### config.mk
export PLATFORM = sky130hd
export DESIGN_NAME = convex_polygon_check_area
export DESIGN_NICKNAME = d
export VERILOG_FILES = /design/src/cpca_pkg.sv /design/src/cpca_front.sv /design/src/cpca_queue.sv /design/src/cpca_back.sv /design/src/convex_polygon_check_area.sv
export SDC_FILE = /design/constraint.sdc
export NUM_CORES = 2
export LEC_CHECK = 0
export ABC_AREA = 1
export BUFFER_PORTS_ARGS = -buffer_cell sky130_fd_sc_hd__clkbuf_2
export CORE_ASPECT_RATIO = 1.5
export CORE_MARGIN = 3
export CORE_UTILIZATION = 60
export CTS_BUF_LIST = sky130_fd_sc_hd__clkbuf_8
export DETAILED_ROUTE_END_ITERATION = 10
export GPL_TIMING_DRIVEN = 0
export PLACE_DENSITY = 0.88
export RECOVER_POWER = 50
export SYNTH_ARGS = -nofsm -noshare
export SYNTH_HDL_FRONTEND = slang
export SYNTH_SLANG_ARGS = --single-unit
### constraint.sdc
create_clock -name clock -period 10.5 [get_ports clock]
set_input_delay 2.1 -clock clock [delete_from_list [all_inputs] [get_ports clock]]
set_output_delay 2.1 -clock clock [all_outputs]
set_load 0.02 [all_outputs]
### src/cpca_pkg.sv
package cpca_pkg;

   // fixed field widths
   localparam int COORD_W = 16;
   localparam int AREA_W  = 38;

   // smallest polygon that is checked, default largest
   localparam int MIN_VERTICES     = 4;
   localparam int MAX_VERTICES_DEF = 8;

   // depth of the beat queue between front and back
   localparam int QUEUE_DEPTH = 4;

   // width of a vertex count that can hold max + 1
   function automatic int count_width(input int max_vertices);
      return $clog2(max_vertices + 2);
   endfunction

   // width of one queued vertex beat: x, y, last, store flag, count
   function automatic int beat_width(input int max_vertices);
      return 2 * COORD_W + 2 + count_width(max_vertices);
   endfunction

endpackage

### src/cpca_front.sv
module cpca_front
   import cpca_pkg::*;
#(
   parameter int MAX_VERTICES = MAX_VERTICES_DEF
) (
   input  logic                                clock,
   input  logic                                reset,
   input  logic                                in_valid,
   input  logic signed [COORD_W-1:0]           in_x,
   input  logic signed [COORD_W-1:0]           in_y,
   input  logic                                in_last,
   input  logic                                q_ready,
   output logic                                q_push,
   output logic [beat_width(MAX_VERTICES)-1:0] q_data
);

   localparam int CW = count_width(MAX_VERTICES);

   typedef struct packed {
      logic signed [COORD_W-1:0] x;
      logic signed [COORD_W-1:0] y;
      logic                      last;
      logic                      store;
      logic [CW-1:0]             cnt;
   } beat_type;

   logic [CW-1:0] cnt_ff, cnt_in;
   logic [CW-1:0] cnt_next;
   beat_type      beat;

   // vertex count saturates one above the limit
   always_comb begin
      cnt_next = (cnt_ff <= CW'(MAX_VERTICES)) ? cnt_ff + CW'(1) : cnt_ff;
      cnt_in   = cnt_ff;
      if (q_push) begin
         cnt_in = in_last ? '0 : cnt_next;
      end
   end

   always_ff @(posedge clock) begin
      if (reset) begin
         cnt_ff <= '0;
      end else begin
         cnt_ff <= cnt_in;
      end
   end

   // classify the beat: store slot, running count, closing flag
   always_comb begin
      beat.x     = in_x;
      beat.y     = in_y;
      beat.last  = in_last;
      beat.store = cnt_ff < CW'(MAX_VERTICES);
      beat.cnt   = cnt_next;
   end

   assign q_push = in_valid & q_ready;
   assign q_data = beat;

endmodule

### src/cpca_queue.sv
module cpca_queue
   import cpca_pkg::*;
#(
   parameter int WIDTH = beat_width(MAX_VERTICES_DEF)
) (
   input  logic             clock,
   input  logic             reset,
   input  logic             push,
   input  logic [WIDTH-1:0] push_data,
   output logic             push_ready,
   input  logic             pop,
   output logic             pop_valid,
   output logic [WIDTH-1:0] pop_data
);

   localparam int PW = $clog2(QUEUE_DEPTH);

   logic [WIDTH-1:0] slot_ff [QUEUE_DEPTH];
   logic [PW-1:0]    wp_ff, wp_in;
   logic [PW-1:0]    rp_ff, rp_in;
   logic [PW:0]      fill_ff, fill_in;
   logic             do_push, do_pop;

   assign push_ready = fill_ff != (PW+1)'(QUEUE_DEPTH);
   assign pop_valid  = fill_ff != '0;
   assign pop_data   = slot_ff[rp_ff];
   assign do_push    = push & push_ready;
   assign do_pop     = pop & pop_valid;

   // pointer and fill update
   always_comb begin
      wp_in   = do_push ? wp_ff + PW'(1) : wp_ff;
      rp_in   = do_pop ? rp_ff + PW'(1) : rp_ff;
      fill_in = fill_ff;
      if (do_push && !do_pop) begin
         fill_in = fill_ff + (PW+1)'(1);
      end else if (!do_push && do_pop) begin
         fill_in = fill_ff - (PW+1)'(1);
      end
   end

   always_ff @(posedge clock) begin
      if (reset) begin
         wp_ff   <= '0;
         rp_ff   <= '0;
         fill_ff <= '0;
      end else begin
         wp_ff   <= wp_in;
         rp_ff   <= rp_in;
         fill_ff <= fill_in;
      end
   end

   // slot storage
   always_ff @(posedge clock) begin
      if (do_push) begin
         slot_ff[wp_ff] <= push_data;
      end
   end

endmodule

### src/cpca_back.sv
module cpca_back
   import cpca_pkg::*;
#(
   parameter int MAX_VERTICES = MAX_VERTICES_DEF
) (
   input  logic                                clock,
   input  logic                                reset,
   input  logic                                q_valid,
   input  logic [beat_width(MAX_VERTICES)-1:0] q_data,
   output logic                                q_pop,
   output logic                                out_valid,
   input  logic                                out_ready,
   output logic                                out_convex,
   output logic [AREA_W-1:0]                   out_area,
   output logic                                out_error
);

   localparam int CW    = count_width(MAX_VERTICES);
   localparam int AW    = $clog2(MAX_VERTICES);
   localparam int DW    = COORD_W + 1;
   localparam int PW    = 2 * DW;
   localparam int TW    = PW + 1;
   localparam int VW    = 2 * COORD_W;
   localparam int SW    = VW + 1;
   localparam int ACC_W = SW + $clog2(MAX_VERTICES) + 1;

   localparam logic [1:0] S_LOAD  = 2'd0;
   localparam logic [1:0] S_WALK  = 2'd1;
   localparam logic [1:0] S_DRAIN = 2'd2;
   localparam logic [1:0] S_FIN   = 2'd3;

   typedef struct packed {
      logic signed [COORD_W-1:0] x;
      logic signed [COORD_W-1:0] y;
      logic                      last;
      logic                      store;
      logic [CW-1:0]             cnt;
   } beat_type;

   beat_type beat;
   assign beat = q_data;

   // vertex store
   logic signed [COORD_W-1:0] mem_x [MAX_VERTICES];
   logic signed [COORD_W-1:0] mem_y [MAX_VERTICES];

   logic [1:0]    state_ff, state_in;
   logic [CW-1:0] n_ff, n_in;
   logic          err_ff, err_in;
   logic [CW-1:0] j_ff, j_in;
   logic [AW-1:0] raddr_ff, raddr_in;
   logic          rd_en;
   logic          start_walk;
   logic          out_free;
   logic          bad_count;

   // walk pipeline
   logic                      rv_ff, s1v_ff, s2v_ff;
   logic [CW-1:0]             rj_ff, s1j_ff, s2j_ff;
   logic signed [COORD_W-1:0] rd_x_ff, rd_y_ff, pv_x_ff, pv_y_ff;
   logic signed [DW-1:0]      d_x_ff, d_y_ff, dp_x_ff, dp_y_ff;
   logic signed [VW-1:0]      mxy_ff, myx_ff;
   logic signed [PW-1:0]      t1_ff, t2_ff;
   logic signed [SW-1:0]      sh_ff;
   logic                      sh_en_ff, tn_en_ff;
   logic signed [TW-1:0]      turn;
   logic                      pos_ff, neg_ff, zero_ff;
   logic signed [ACC_W-1:0]   acc_ff;
   logic [ACC_W-1:0]          acc_abs;
   logic [ACC_W+AREA_W-1:0]   area_ext;
   logic                      convex;

   logic                      out_valid_ff, out_valid_in;
   logic                      out_convex_ff;
   logic [AREA_W-1:0]         out_area_ff;
   logic                      out_error_ff;

   assign q_pop     = (state_ff == S_LOAD) & q_valid;
   assign bad_count = (beat.cnt < CW'(MIN_VERTICES)) | (beat.cnt > CW'(MAX_VERTICES));
   assign out_free  = !out_valid_ff | out_ready;
   assign rd_en     = state_ff == S_WALK;
   assign start_walk = q_pop & beat.last & !bad_count;

   // sequencer: load vertices, walk the ring, deliver the result
   always_comb begin
      state_in = state_ff;
      n_in     = n_ff;
      err_in   = err_ff;
      j_in     = j_ff;
      raddr_in = raddr_ff;
      case (state_ff)
         S_LOAD: begin
            if (q_pop && beat.last) begin
               n_in     = beat.cnt;
               err_in   = bad_count;
               j_in     = '0;
               raddr_in = '0;
               state_in = bad_count ? S_FIN : S_WALK;
            end
         end
         S_WALK: begin
            j_in     = j_ff + CW'(1);
            raddr_in = (CW'(raddr_ff) == n_ff - CW'(1)) ? '0 : raddr_ff + AW'(1);
            if (j_ff == n_ff + CW'(1)) begin
               state_in = S_DRAIN;
            end
         end
         S_DRAIN: begin
            if (s2v_ff && s2j_ff == n_ff + CW'(1)) begin
               state_in = S_FIN;
            end
         end
         S_FIN: begin
            if (out_free) begin
               state_in = S_LOAD;
            end
         end
         default: begin
            state_in = S_LOAD;
         end
      endcase
   end

   always_ff @(posedge clock) begin
      if (reset) begin
         state_ff <= S_LOAD;
      end else begin
         state_ff <= state_in;
      end
      n_ff     <= n_in;
      err_ff   <= err_in;
      j_ff     <= j_in;
      raddr_ff <= raddr_in;
   end

   // vertex store write and registered read
   always_ff @(posedge clock) begin
      if (q_pop && beat.store) begin
         mem_x[AW'(beat.cnt - CW'(1))] <= beat.x;
         mem_y[AW'(beat.cnt - CW'(1))] <= beat.y;
      end
      if (rd_en) begin
         rd_x_ff <= mem_x[raddr_ff];
         rd_y_ff <= mem_y[raddr_ff];
      end
   end

   // pipeline valids and ring positions
   always_ff @(posedge clock) begin
      if (reset) begin
         rv_ff  <= 1'b0;
         s1v_ff <= 1'b0;
         s2v_ff <= 1'b0;
      end else begin
         rv_ff  <= rd_en;
         s1v_ff <= rv_ff;
         s2v_ff <= s1v_ff;
      end
      rj_ff  <= j_ff;
      s1j_ff <= rj_ff;
      s2j_ff <= s1j_ff;
   end

   // stage 1: edge deltas and shoelace products of neighbor vertices
   always_ff @(posedge clock) begin
      if (rv_ff) begin
         pv_x_ff <= rd_x_ff;
         pv_y_ff <= rd_y_ff;
         d_x_ff  <= DW'(rd_x_ff) - DW'(pv_x_ff);
         d_y_ff  <= DW'(rd_y_ff) - DW'(pv_y_ff);
         mxy_ff  <= pv_x_ff * rd_y_ff;
         myx_ff  <= rd_x_ff * pv_y_ff;
      end
   end

   // stage 2: turn products of consecutive edges, shoelace term
   always_ff @(posedge clock) begin
      if (s1v_ff) begin
         dp_x_ff  <= d_x_ff;
         dp_y_ff  <= d_y_ff;
         t1_ff    <= dp_x_ff * d_y_ff;
         t2_ff    <= d_x_ff * dp_y_ff;
         sh_ff    <= SW'(mxy_ff) - SW'(myx_ff);
         sh_en_ff <= (s1j_ff >= CW'(1)) & (s1j_ff <= n_ff);
         tn_en_ff <= s1j_ff >= CW'(2);
      end
   end

   // stage 3: turn sign flags and area sum
   assign turn = TW'(t1_ff) - TW'(t2_ff);

   always_ff @(posedge clock) begin
      if (start_walk) begin
         pos_ff  <= 1'b0;
         neg_ff  <= 1'b0;
         zero_ff <= 1'b0;
         acc_ff  <= '0;
      end else if (s2v_ff) begin
         if (tn_en_ff) begin
            if (turn == '0) begin
               zero_ff <= 1'b1;
            end else if (turn[TW-1]) begin
               neg_ff <= 1'b1;
            end else begin
               pos_ff <= 1'b1;
            end
         end
         if (sh_en_ff) begin
            acc_ff <= acc_ff + ACC_W'(sh_ff);
         end
      end
   end

   // result register
   assign convex   = !err_ff & !zero_ff & !(pos_ff & neg_ff);
   assign acc_abs  = acc_ff[ACC_W-1] ? ACC_W'(-acc_ff) : ACC_W'(acc_ff);
   assign area_ext = {{AREA_W{1'b0}}, acc_abs};

   always_comb begin
      out_valid_in = out_valid_ff;
      if (state_ff == S_FIN && out_free) begin
         out_valid_in = 1'b1;
      end else if (out_ready) begin
         out_valid_in = 1'b0;
      end
   end

   always_ff @(posedge clock) begin
      if (reset) begin
         out_valid_ff <= 1'b0;
      end else begin
         out_valid_ff <= out_valid_in;
      end
      if (state_ff == S_FIN && out_free) begin
         out_convex_ff <= convex;
         out_area_ff   <= convex ? area_ext[AREA_W-1:0] : '0;
         out_error_ff  <= err_ff;
      end
   end

   assign out_valid  = out_valid_ff;
   assign out_convex = out_convex_ff;
   assign out_area   = out_area_ff;
   assign out_error  = out_error_ff;

   // checks
   a_area_only_convex: assert property (@(posedge clock) disable iff (reset)
      out_valid_ff && !out_convex_ff |-> out_area_ff == '0)
      else $error("area given for a polygon that is not convex");

   a_error_not_convex: assert property (@(posedge clock) disable iff (reset)
      out_valid_ff && out_error_ff |-> !out_convex_ff)
      else $error("count error reported as convex");

   a_pipe_in_walk: assert property (@(posedge clock) disable iff (reset)
      s2v_ff |-> state_ff == S_WALK || state_ff == S_DRAIN)
      else $error("walk pipeline busy outside the walk");

   a_read_in_ring: assert property (@(posedge clock) disable iff (reset)
      rd_en |-> CW'(raddr_ff) < n_ff)
      else $error("vertex read beyond the loaded ring");

   a_finish_delivers: assert property (@(posedge clock) disable iff (reset)
      state_ff == S_FIN && out_free |=> out_valid_ff)
      else $error("finished polygon gave no result");

endmodule

### src/convex_polygon_check_area.sv
// Convex polygon check and twice-area. Vertices stream in one per beat on req_, in ring
// order, with req_tlast on the closing vertex; each closing beat yields one rsp_ beat.
// The input side takes one beat per cycle into a 4-deep queue whenever there is room, even
// while a result waits on rsp_. The back end loads queued vertices one per cycle into its
// vertex store, then walks the ring through the single read port of that store, reading
// n + 2 vertices for a polygon of n, drains the multiplier pipeline and registers the
// result; it loads no vertex of the next polygon before that. A polygon with fewer
// than 4 or more than MAX_VERTICES vertices skips the walk and reports count_error
// after its last vertex is loaded. Convexity needs every turn nonzero and of one sign;
// twice_area is the magnitude of the shoelace sum, and zero when not convex.
module convex_polygon_check_area
   import cpca_pkg::*;
#(
   parameter int MAX_VERTICES = MAX_VERTICES_DEF
) (
   input  logic        clock,
   input  logic        reset,
   // vertex beats
   input  logic        req_tvalid,
   output logic        req_tready,
   input  logic [31:0] req_tdata,   // coord_x [15:0], coord_y [31:16]
   input  logic        req_tlast,   // last_vertex
   // result beats
   output logic        rsp_tvalid,
   input  logic        rsp_tready,
   output logic [39:0] rsp_tdata,   // twice_area [37:0], zero [39:38]
   output logic [1:0]  rsp_tuser    // is_convex [0], count_error [1]
);

   localparam int BW = beat_width(MAX_VERTICES);

   logic          q_push, q_ready, q_pop, q_valid;
   logic [BW-1:0] push_data, pop_data;
   logic          out_convex, out_error;
   logic [AREA_W-1:0] out_area;

   // front: count and classify vertex beats
   cpca_front #(.MAX_VERTICES(MAX_VERTICES)) u_front (
      .clock    (clock),
      .reset    (reset),
      .in_valid (req_tvalid),
      .in_x     (req_tdata[COORD_W-1:0]),
      .in_y     (req_tdata[2*COORD_W-1:COORD_W]),
      .in_last  (req_tlast),
      .q_ready  (q_ready),
      .q_push   (q_push),
      .q_data   (push_data)
   );

   // queue between front and back
   cpca_queue #(.WIDTH(BW)) u_queue (
      .clock      (clock),
      .reset      (reset),
      .push       (q_push),
      .push_data  (push_data),
      .push_ready (q_ready),
      .pop        (q_pop),
      .pop_valid  (q_valid),
      .pop_data   (pop_data)
   );

   // back: store, walk, result
   cpca_back #(.MAX_VERTICES(MAX_VERTICES)) u_back (
      .clock      (clock),
      .reset      (reset),
      .q_valid    (q_valid),
      .q_data     (pop_data),
      .q_pop      (q_pop),
      .out_valid  (rsp_tvalid),
      .out_ready  (rsp_tready),
      .out_convex (out_convex),
      .out_area   (out_area),
      .out_error  (out_error)
   );

   assign req_tready = q_ready;
   assign rsp_tdata  = {2'b00, out_area};
   assign rsp_tuser  = {out_error, out_convex};

endmodule

After elaboration in Yosys (flattened, before gate mapping)

Memory sizes are Yosys's and may differ from the RTL's. A register that Yosys moved wholly into a read port is not among the register bits.
Cells that the tools add are included.
W data, S select, Z words.

Bits in read-only memories: 0
Latch bits: 0
Bits of input ports: 37
Word-level logic and storage cells: 144
Flip-flop bits (word level): 388
Memories kept: 3
Memory bits (writable): 408

Memory list:

| name            | depth | bits a word | read ports | clocked after Yosys merged registers in | write ports | RTL line         | text |
|---|---|---|---|---|---|---|---|
| u_queue.slot_ff | 4     | 38          | 1          | 1                                       | 1           | cpca_queue.sv:18 | `logic [WIDTH-1:0] slot_ff [QUEUE_DEPTH];` |
| u_back.mem_x    | 8     | 16          | 1          | 1                                       | 1           | cpca_back.sv:44  | `logic signed [COORD_W-1:0] mem_x [MAX_VERTICES];` |
| u_back.mem_y    | 8     | 16          | 1          | 1                                       | 1           | cpca_back.sv:45  | `logic signed [COORD_W-1:0] mem_y [MAX_VERTICES];` |

Reductions and logical operators: 27
Bitwise operators: 14
Eq/ne operators: 11
Multiplexer cells: 24
Multipliers: 4
Order comparisons: 7
$add $sub $neg: 16
Div/mod/pow operators: 0
Shift operators: 0

Operators with widths:

| operator              | number |
|---|---|
| $mul A17 B17 Y34      | 2 |
| $mul A16 B16 Y32      | 2 |
| $add A37 B33 Y37      | 1 |
| $neg A37 Y37          | 1 |
| $mux W36              | 1 |
| $logic_not A35 Y1     | 1 |
| $sub A34 B34 Y35      | 1 |
| $sub A16 B16 Y17      | 2 |
| $sub A32 B32 Y33      | 1 |
| $mux W2               | 7 |
| $add A4 B1 Y4 const B | 3 |
| $mux W3               | 4 |
| $mux W4               | 3 |
| $reduce_and A4 Y1     | 3 |
| $and A1 B1 Y1         | 10 |
| $eq A4 B4 Y1          | 2 |
| $pmux W2 S4           | 1 |
| $pmux W4 S2           | 1 |
| $reduce_and A2 Y1     | 4 |
| $logic_not A1 Y1      | 7 |
| $add A3 B1 Y3 const B | 2 |
| $logic_and A1 B1 Y1   | 6 |
| $mux W1               | 6 |
| $pmux W3 S2           | 1 |
| other kinds (22)      | 31 |

Depth between registers and ports, before layout

Depth in word-level cells: 7
Gate-level depth with buffers: 29
Gate-level depth less buffers: 27

Modules after synthesis

From an unflattened synthesis, not the netlist that was laid out.

Cells, all modules: 8968
Area total of the unflattened synthesis: 81157.8 um^2

Modules (own cells, without submodules):

| module                    | instances | sequential area each (um^2) | cells an instance | area each (um^2) |
|---|---|---|---|---|
| cpca_back                 | 1         | 19358.6                     | 8453              | 74477.7 |
| cpca_queue                | 1         | 4744.6                      | 436               | 6119.6 |
| cpca_front                | 1         | 80.1                        | 74                | 526.8 |
| convex_polygon_check_area | 1         | 0.0                         | 5                 | 33.8 |

Worst setup path before layout

OpenSTA, ideal clock, no wires.

Path kind: register to register
Start point: register u_back.pv_x_ff[15]
End point: register u_back.mxy_ff[29] (data pin)
Arrival: 5682 ps
Setup slack: 4556 ps
Data required time: 10238 ps
Cell stages (with the launch flop): 22
Library setup time: 262 ps
Clock period less this slack: 5944 ps
Cells stage by stage: edfxtp_1 clkbuf_1 clkbuf_1 nand2_1 inv_1 fa_1 fa_1 fa_1 fa_1 fa_1 inv_1 fa_1 inv_1 ha_1 nand2_1 nor4_1 nand3_1 nand3_1 nand3_1 nand2_1 a21oi_1 xor2_1

Cells in the longest elaborated chain, start to end: 1

RTL lines:

| what                     | RTL line         | text |
|---|---|---|
| start: declaration       | cpca_back.sv:60  | `logic signed [COORD_W-1:0] rd_x_ff, rd_y_ff, pv_x_ff, pv_y_ff;` |
| start signal: assignment | cpca_back.sv:167 | `pv_x_ff <= rd_x_ff;` |
| $mul A16 B16 Y32         | cpca_back.sv:171 | `mxy_ff <= pv_x_ff * rd_y_ff;` |
| end signal: assignment   | cpca_back.sv:171 |  |
| end: declaration         | cpca_back.sv:62  | `logic signed [VW-1:0] mxy_ff, myx_ff;` |

No other way between the ends.
A chain may end at the register's enable or synchronous reset.

Worst setup path in the final report

Start point: register u_back.pv_y_ff[5]
End point: register u_back.myx_ff[29] (data pin)

Cells in the longest elaborated chain, start to end: 1

RTL lines:

| what                     | RTL line         | text |
|---|---|---|
| start: declaration       | cpca_back.sv:60  |  |
| start signal: assignment | cpca_back.sv:168 | `pv_y_ff <= rd_y_ff;` |
| $mul A16 B16 Y32         | cpca_back.sv:172 | `myx_ff <= rd_x_ff * pv_y_ff;` |
| end signal: assignment   | cpca_back.sv:172 |  |
| end: declaration         | cpca_back.sv:62  |  |

No other way between the ends.

==> metrics.txt <==
peak clock frequency supported by timing=134 MHz; cell row count=between 150 and 200; fin util=64.5%; endpoints failing setup=0; vias in the first global route=66.3k; drt via density=~5.6; Post-Layout Inst Area=86100 um^2; crit path cell chain=clkbuf_1 -> clkbuf_1 -> nand2_1 -> fa_1 -> inv_1 -> fa_1 -> fa_1 -> fa_1 -> fa_1 -> inv_1 -> fa_1 -> inv_1 -> ha_1 -> nand2_1 -> nor4_1 -> nand3_1 -> nand3_1 -> nand3_1 -> nand2_1 -> a31oi_1 -> xor2_1; outcome=finished with violations; largest area contributor in the netlist=edfxtp_1; Syn Inst Count=about 9.0k; TritonCTS Buffers=117; share of the yosys chip area belonging to registers=29.9%; CP Capture Type=register; Total Routing Usage GR=between 30 and 40%; Critical Path Sink=u_back.myx_ff[29]; core area=134000 um^2; Post-Synthesis Cell Area=81000 um^2; Met1 Wirelength=roughly 77 mm; CP Class=register to register; CTS HTree Levels=3; Critical R2R Launch=u_back.pv_y_ff[5]; Avg Cell Area, Syn=9.03 um^2; R2R cell count=21; CTS tree=done; Met3 Wirelength=between 15 and 20 mm; Post-synth ARST share=0%; CTS Hold Bufs=0; top cells by area, synth=edfxtp_1 (28%), fa_1 (28%), inv_1 (11%); Final Hold Fails=0; antenna violations before repair=3; hold slack=approximately 0.30 ns; CTS Buffer Depth=3; initial DRC count=5335; layout cells sized above 1=2.92%; CP max-delay cell=fa_1; arrival time at the worst endpoint=8.15 ns; CP Launch Point=u_back.pv_y_ff[5]; DP HPWL=approximately 180 mm; type of origin of the critical path=register; Required @ worst endpoint=about 11 ns; Buf/Inv on CP=5; post-route ant nets=0; area grow syn2layout=6.42%; WL final=approximately 230 mm; R2R Setup Slk=approximately 3 ns; leading cell type by number of instances after synthesis=inv_1; total number of vias=slightly above 60k; hold crit path type=register to register; global-route wire length before repair=around 360 mm; top cells by count, synth=inv_1 (2277), nand2_1 (1697), fa_1 (1121); # IOs=roughly 80; Die Height=about 460 um; maxcap violations=10; synthesized flop and latch total=just over 800; Post-layout nets=approximately 11k; failing checks=capacitance limit, slew limit; Synth top area share=~28%; Worst Max-Slew Pin Slew=about 4 ns; Placed Area=about 84000 um^2; largest net degree at the start of global routing=72; Overflow after GRT=0; Largest stage delay, worst path=approximately 0.78 ns; critical path peak fanout=10; most used cell, CP=fa_1; CTS resizes=0; met2 wire length=around 120 mm; Post-synth EDFFs=758; CTS Sinks=slightly above 800; final setup TNS=0 ns; DR pass1 iterations=8; Die ar.=139000 um^2; Worst path top cell family by delay=adder cells; routability cong.=between 0.9 and 1; Synth cell types=64; clock-pin slew on the worst setup and hold paths=around 0.070 ns; R2R Path End=u_back.myx_ff[29]; RSZ-0062 raised after global routing=no; normalized max-slew margin=-159%; DRC Markers=0; Top Metal Used=met4; crit path time final=approximately 7.5 ns; chip width=between 300 and 400 um; Setup Buffers After CTS=0; IO Port Bufs=77; DR WL/cell=about 21 um; Worst path depth=21; clk root buf=clkbuf_8; Worst-Skew Late Latency=between 0.9 and 1 ns; Synthesis Warnings=0; Initial Utilization=slightly above 60%; Final period util=around 71%; top_reg_cell synth=edfxtp_1; clock skew after layout=around 0.10 ns; pins over their slew limit=430
cells by family after synthesis:
group / after synthesis / share of synthesized area [%]
compound gates: 981 / 6.74
xor+xnor: 267 / 2.89
fa+ha+maj: 1612 / 35.3
buf+inv: 2642 / 12.3
flops: 829 / 29.9
other cells: 1 / 0.00463
simple gates: 2635 / 12.9
cells in the final DEF (no fill, tap or decap), drive strengths merged, types with 10 or more instances in the layout:
master and n:
inv 2325, nand2 1699, fa 1121, edfxtp 758, nor2 690, clkbuf 542, ha 491, o21ai 380
a21oi 345, xor2 155, xnor2 112, nand3 111, dfxtp 71, o22ai 65, a31oi 64, nor3 58
clkinv 48, nand4 35, buf 30, a21boi 19, o211ai 18, nor4 16, a21o 15, o21bai 13
o21a 12, or2 12, a211oi 11, o221ai 10
registers in the layout, summed over array words and instances, names as in the netlist, 32 cells and up, named ones only:
name and cells:
u_queue.slot_ff 152, u_back.mem_x 128, u_back.mem_y 128, u_back.acc_ff 37, u_back.out_area 37, u_back.t1_ff 34, u_back.t2_ff 34, u_back.sh_ff 33
u_back.mxy_ff 32, u_back.myx_ff 32
final cells by class:
cell class	count	area [um^2]
diodes	4	10.0
clock inverters	94	696
repair buffers	93	611
clock buffers	126	1730
multi-input cells	5498	46800
flip-flops and latches	829	24200
inverters	2289	8590
fillers	10600	47400
plain buffers	353	1350
well taps	1743	2180
layer usage:
layer / vias to the layer above / GRT usage (%)
li1: 27700 / -
met4: 0 / 25.6
met5: - / 0
met1: 30300 / 36.3
met2: 3244 / 59.3
met3: 1078 / 5.20
how the worst min path moves through the flow:
stage | startpoint | end | slack [ns] | cells after the start
after floorplan | u_back.rj_ff[0] | u_back.s1j_ff[0] | 0.31 | 0
after global placement | u_back.rj_ff[0] | u_back.s1j_ff[0] | 0.31 | 0
after detailed placement | u_back.rj_ff[1] | u_back.s1j_ff[1] | 0.31 | 0
after CTS | u_back.rj_ff[1] | u_back.s1j_ff[1] | 0.29 | 0
after global routing | u_back.rj_ff[1] | u_back.s1j_ff[1] | 0.32 | 0
final | u_back.rj_ff[1] | u_back.s1j_ff[1] | 0.30 | 0
worst register-to-register path, delay by kind of cell, from the launching register on:
kind / cells / cell delay, ns
XOR/XNOR: 1 / 0.31
AND/OR/NAND/NOR: 7 / 1.39
AO/OA/AOI/OAI: 1 / 0.09
buffers and inverters: 5 / 1.26
flip-flops: 1 / 0.45
adder cells (fa/ha/maj): 7 / 3.72
stage by stage:
stage | worst slack [ns] | instances
after floorplan | 4.56 | 8969
after global placement | 3.22 | 10800
after detailed placement | 3.22 | 10800
after CTS | 3.12 | 11000
after global routing | 2.71 | 11000
final | 3.01 | 11000
Power is left out: the tool's default activity adds up to more than one toggle a clock period on the data nets, which glitch-free logic cannot reach.
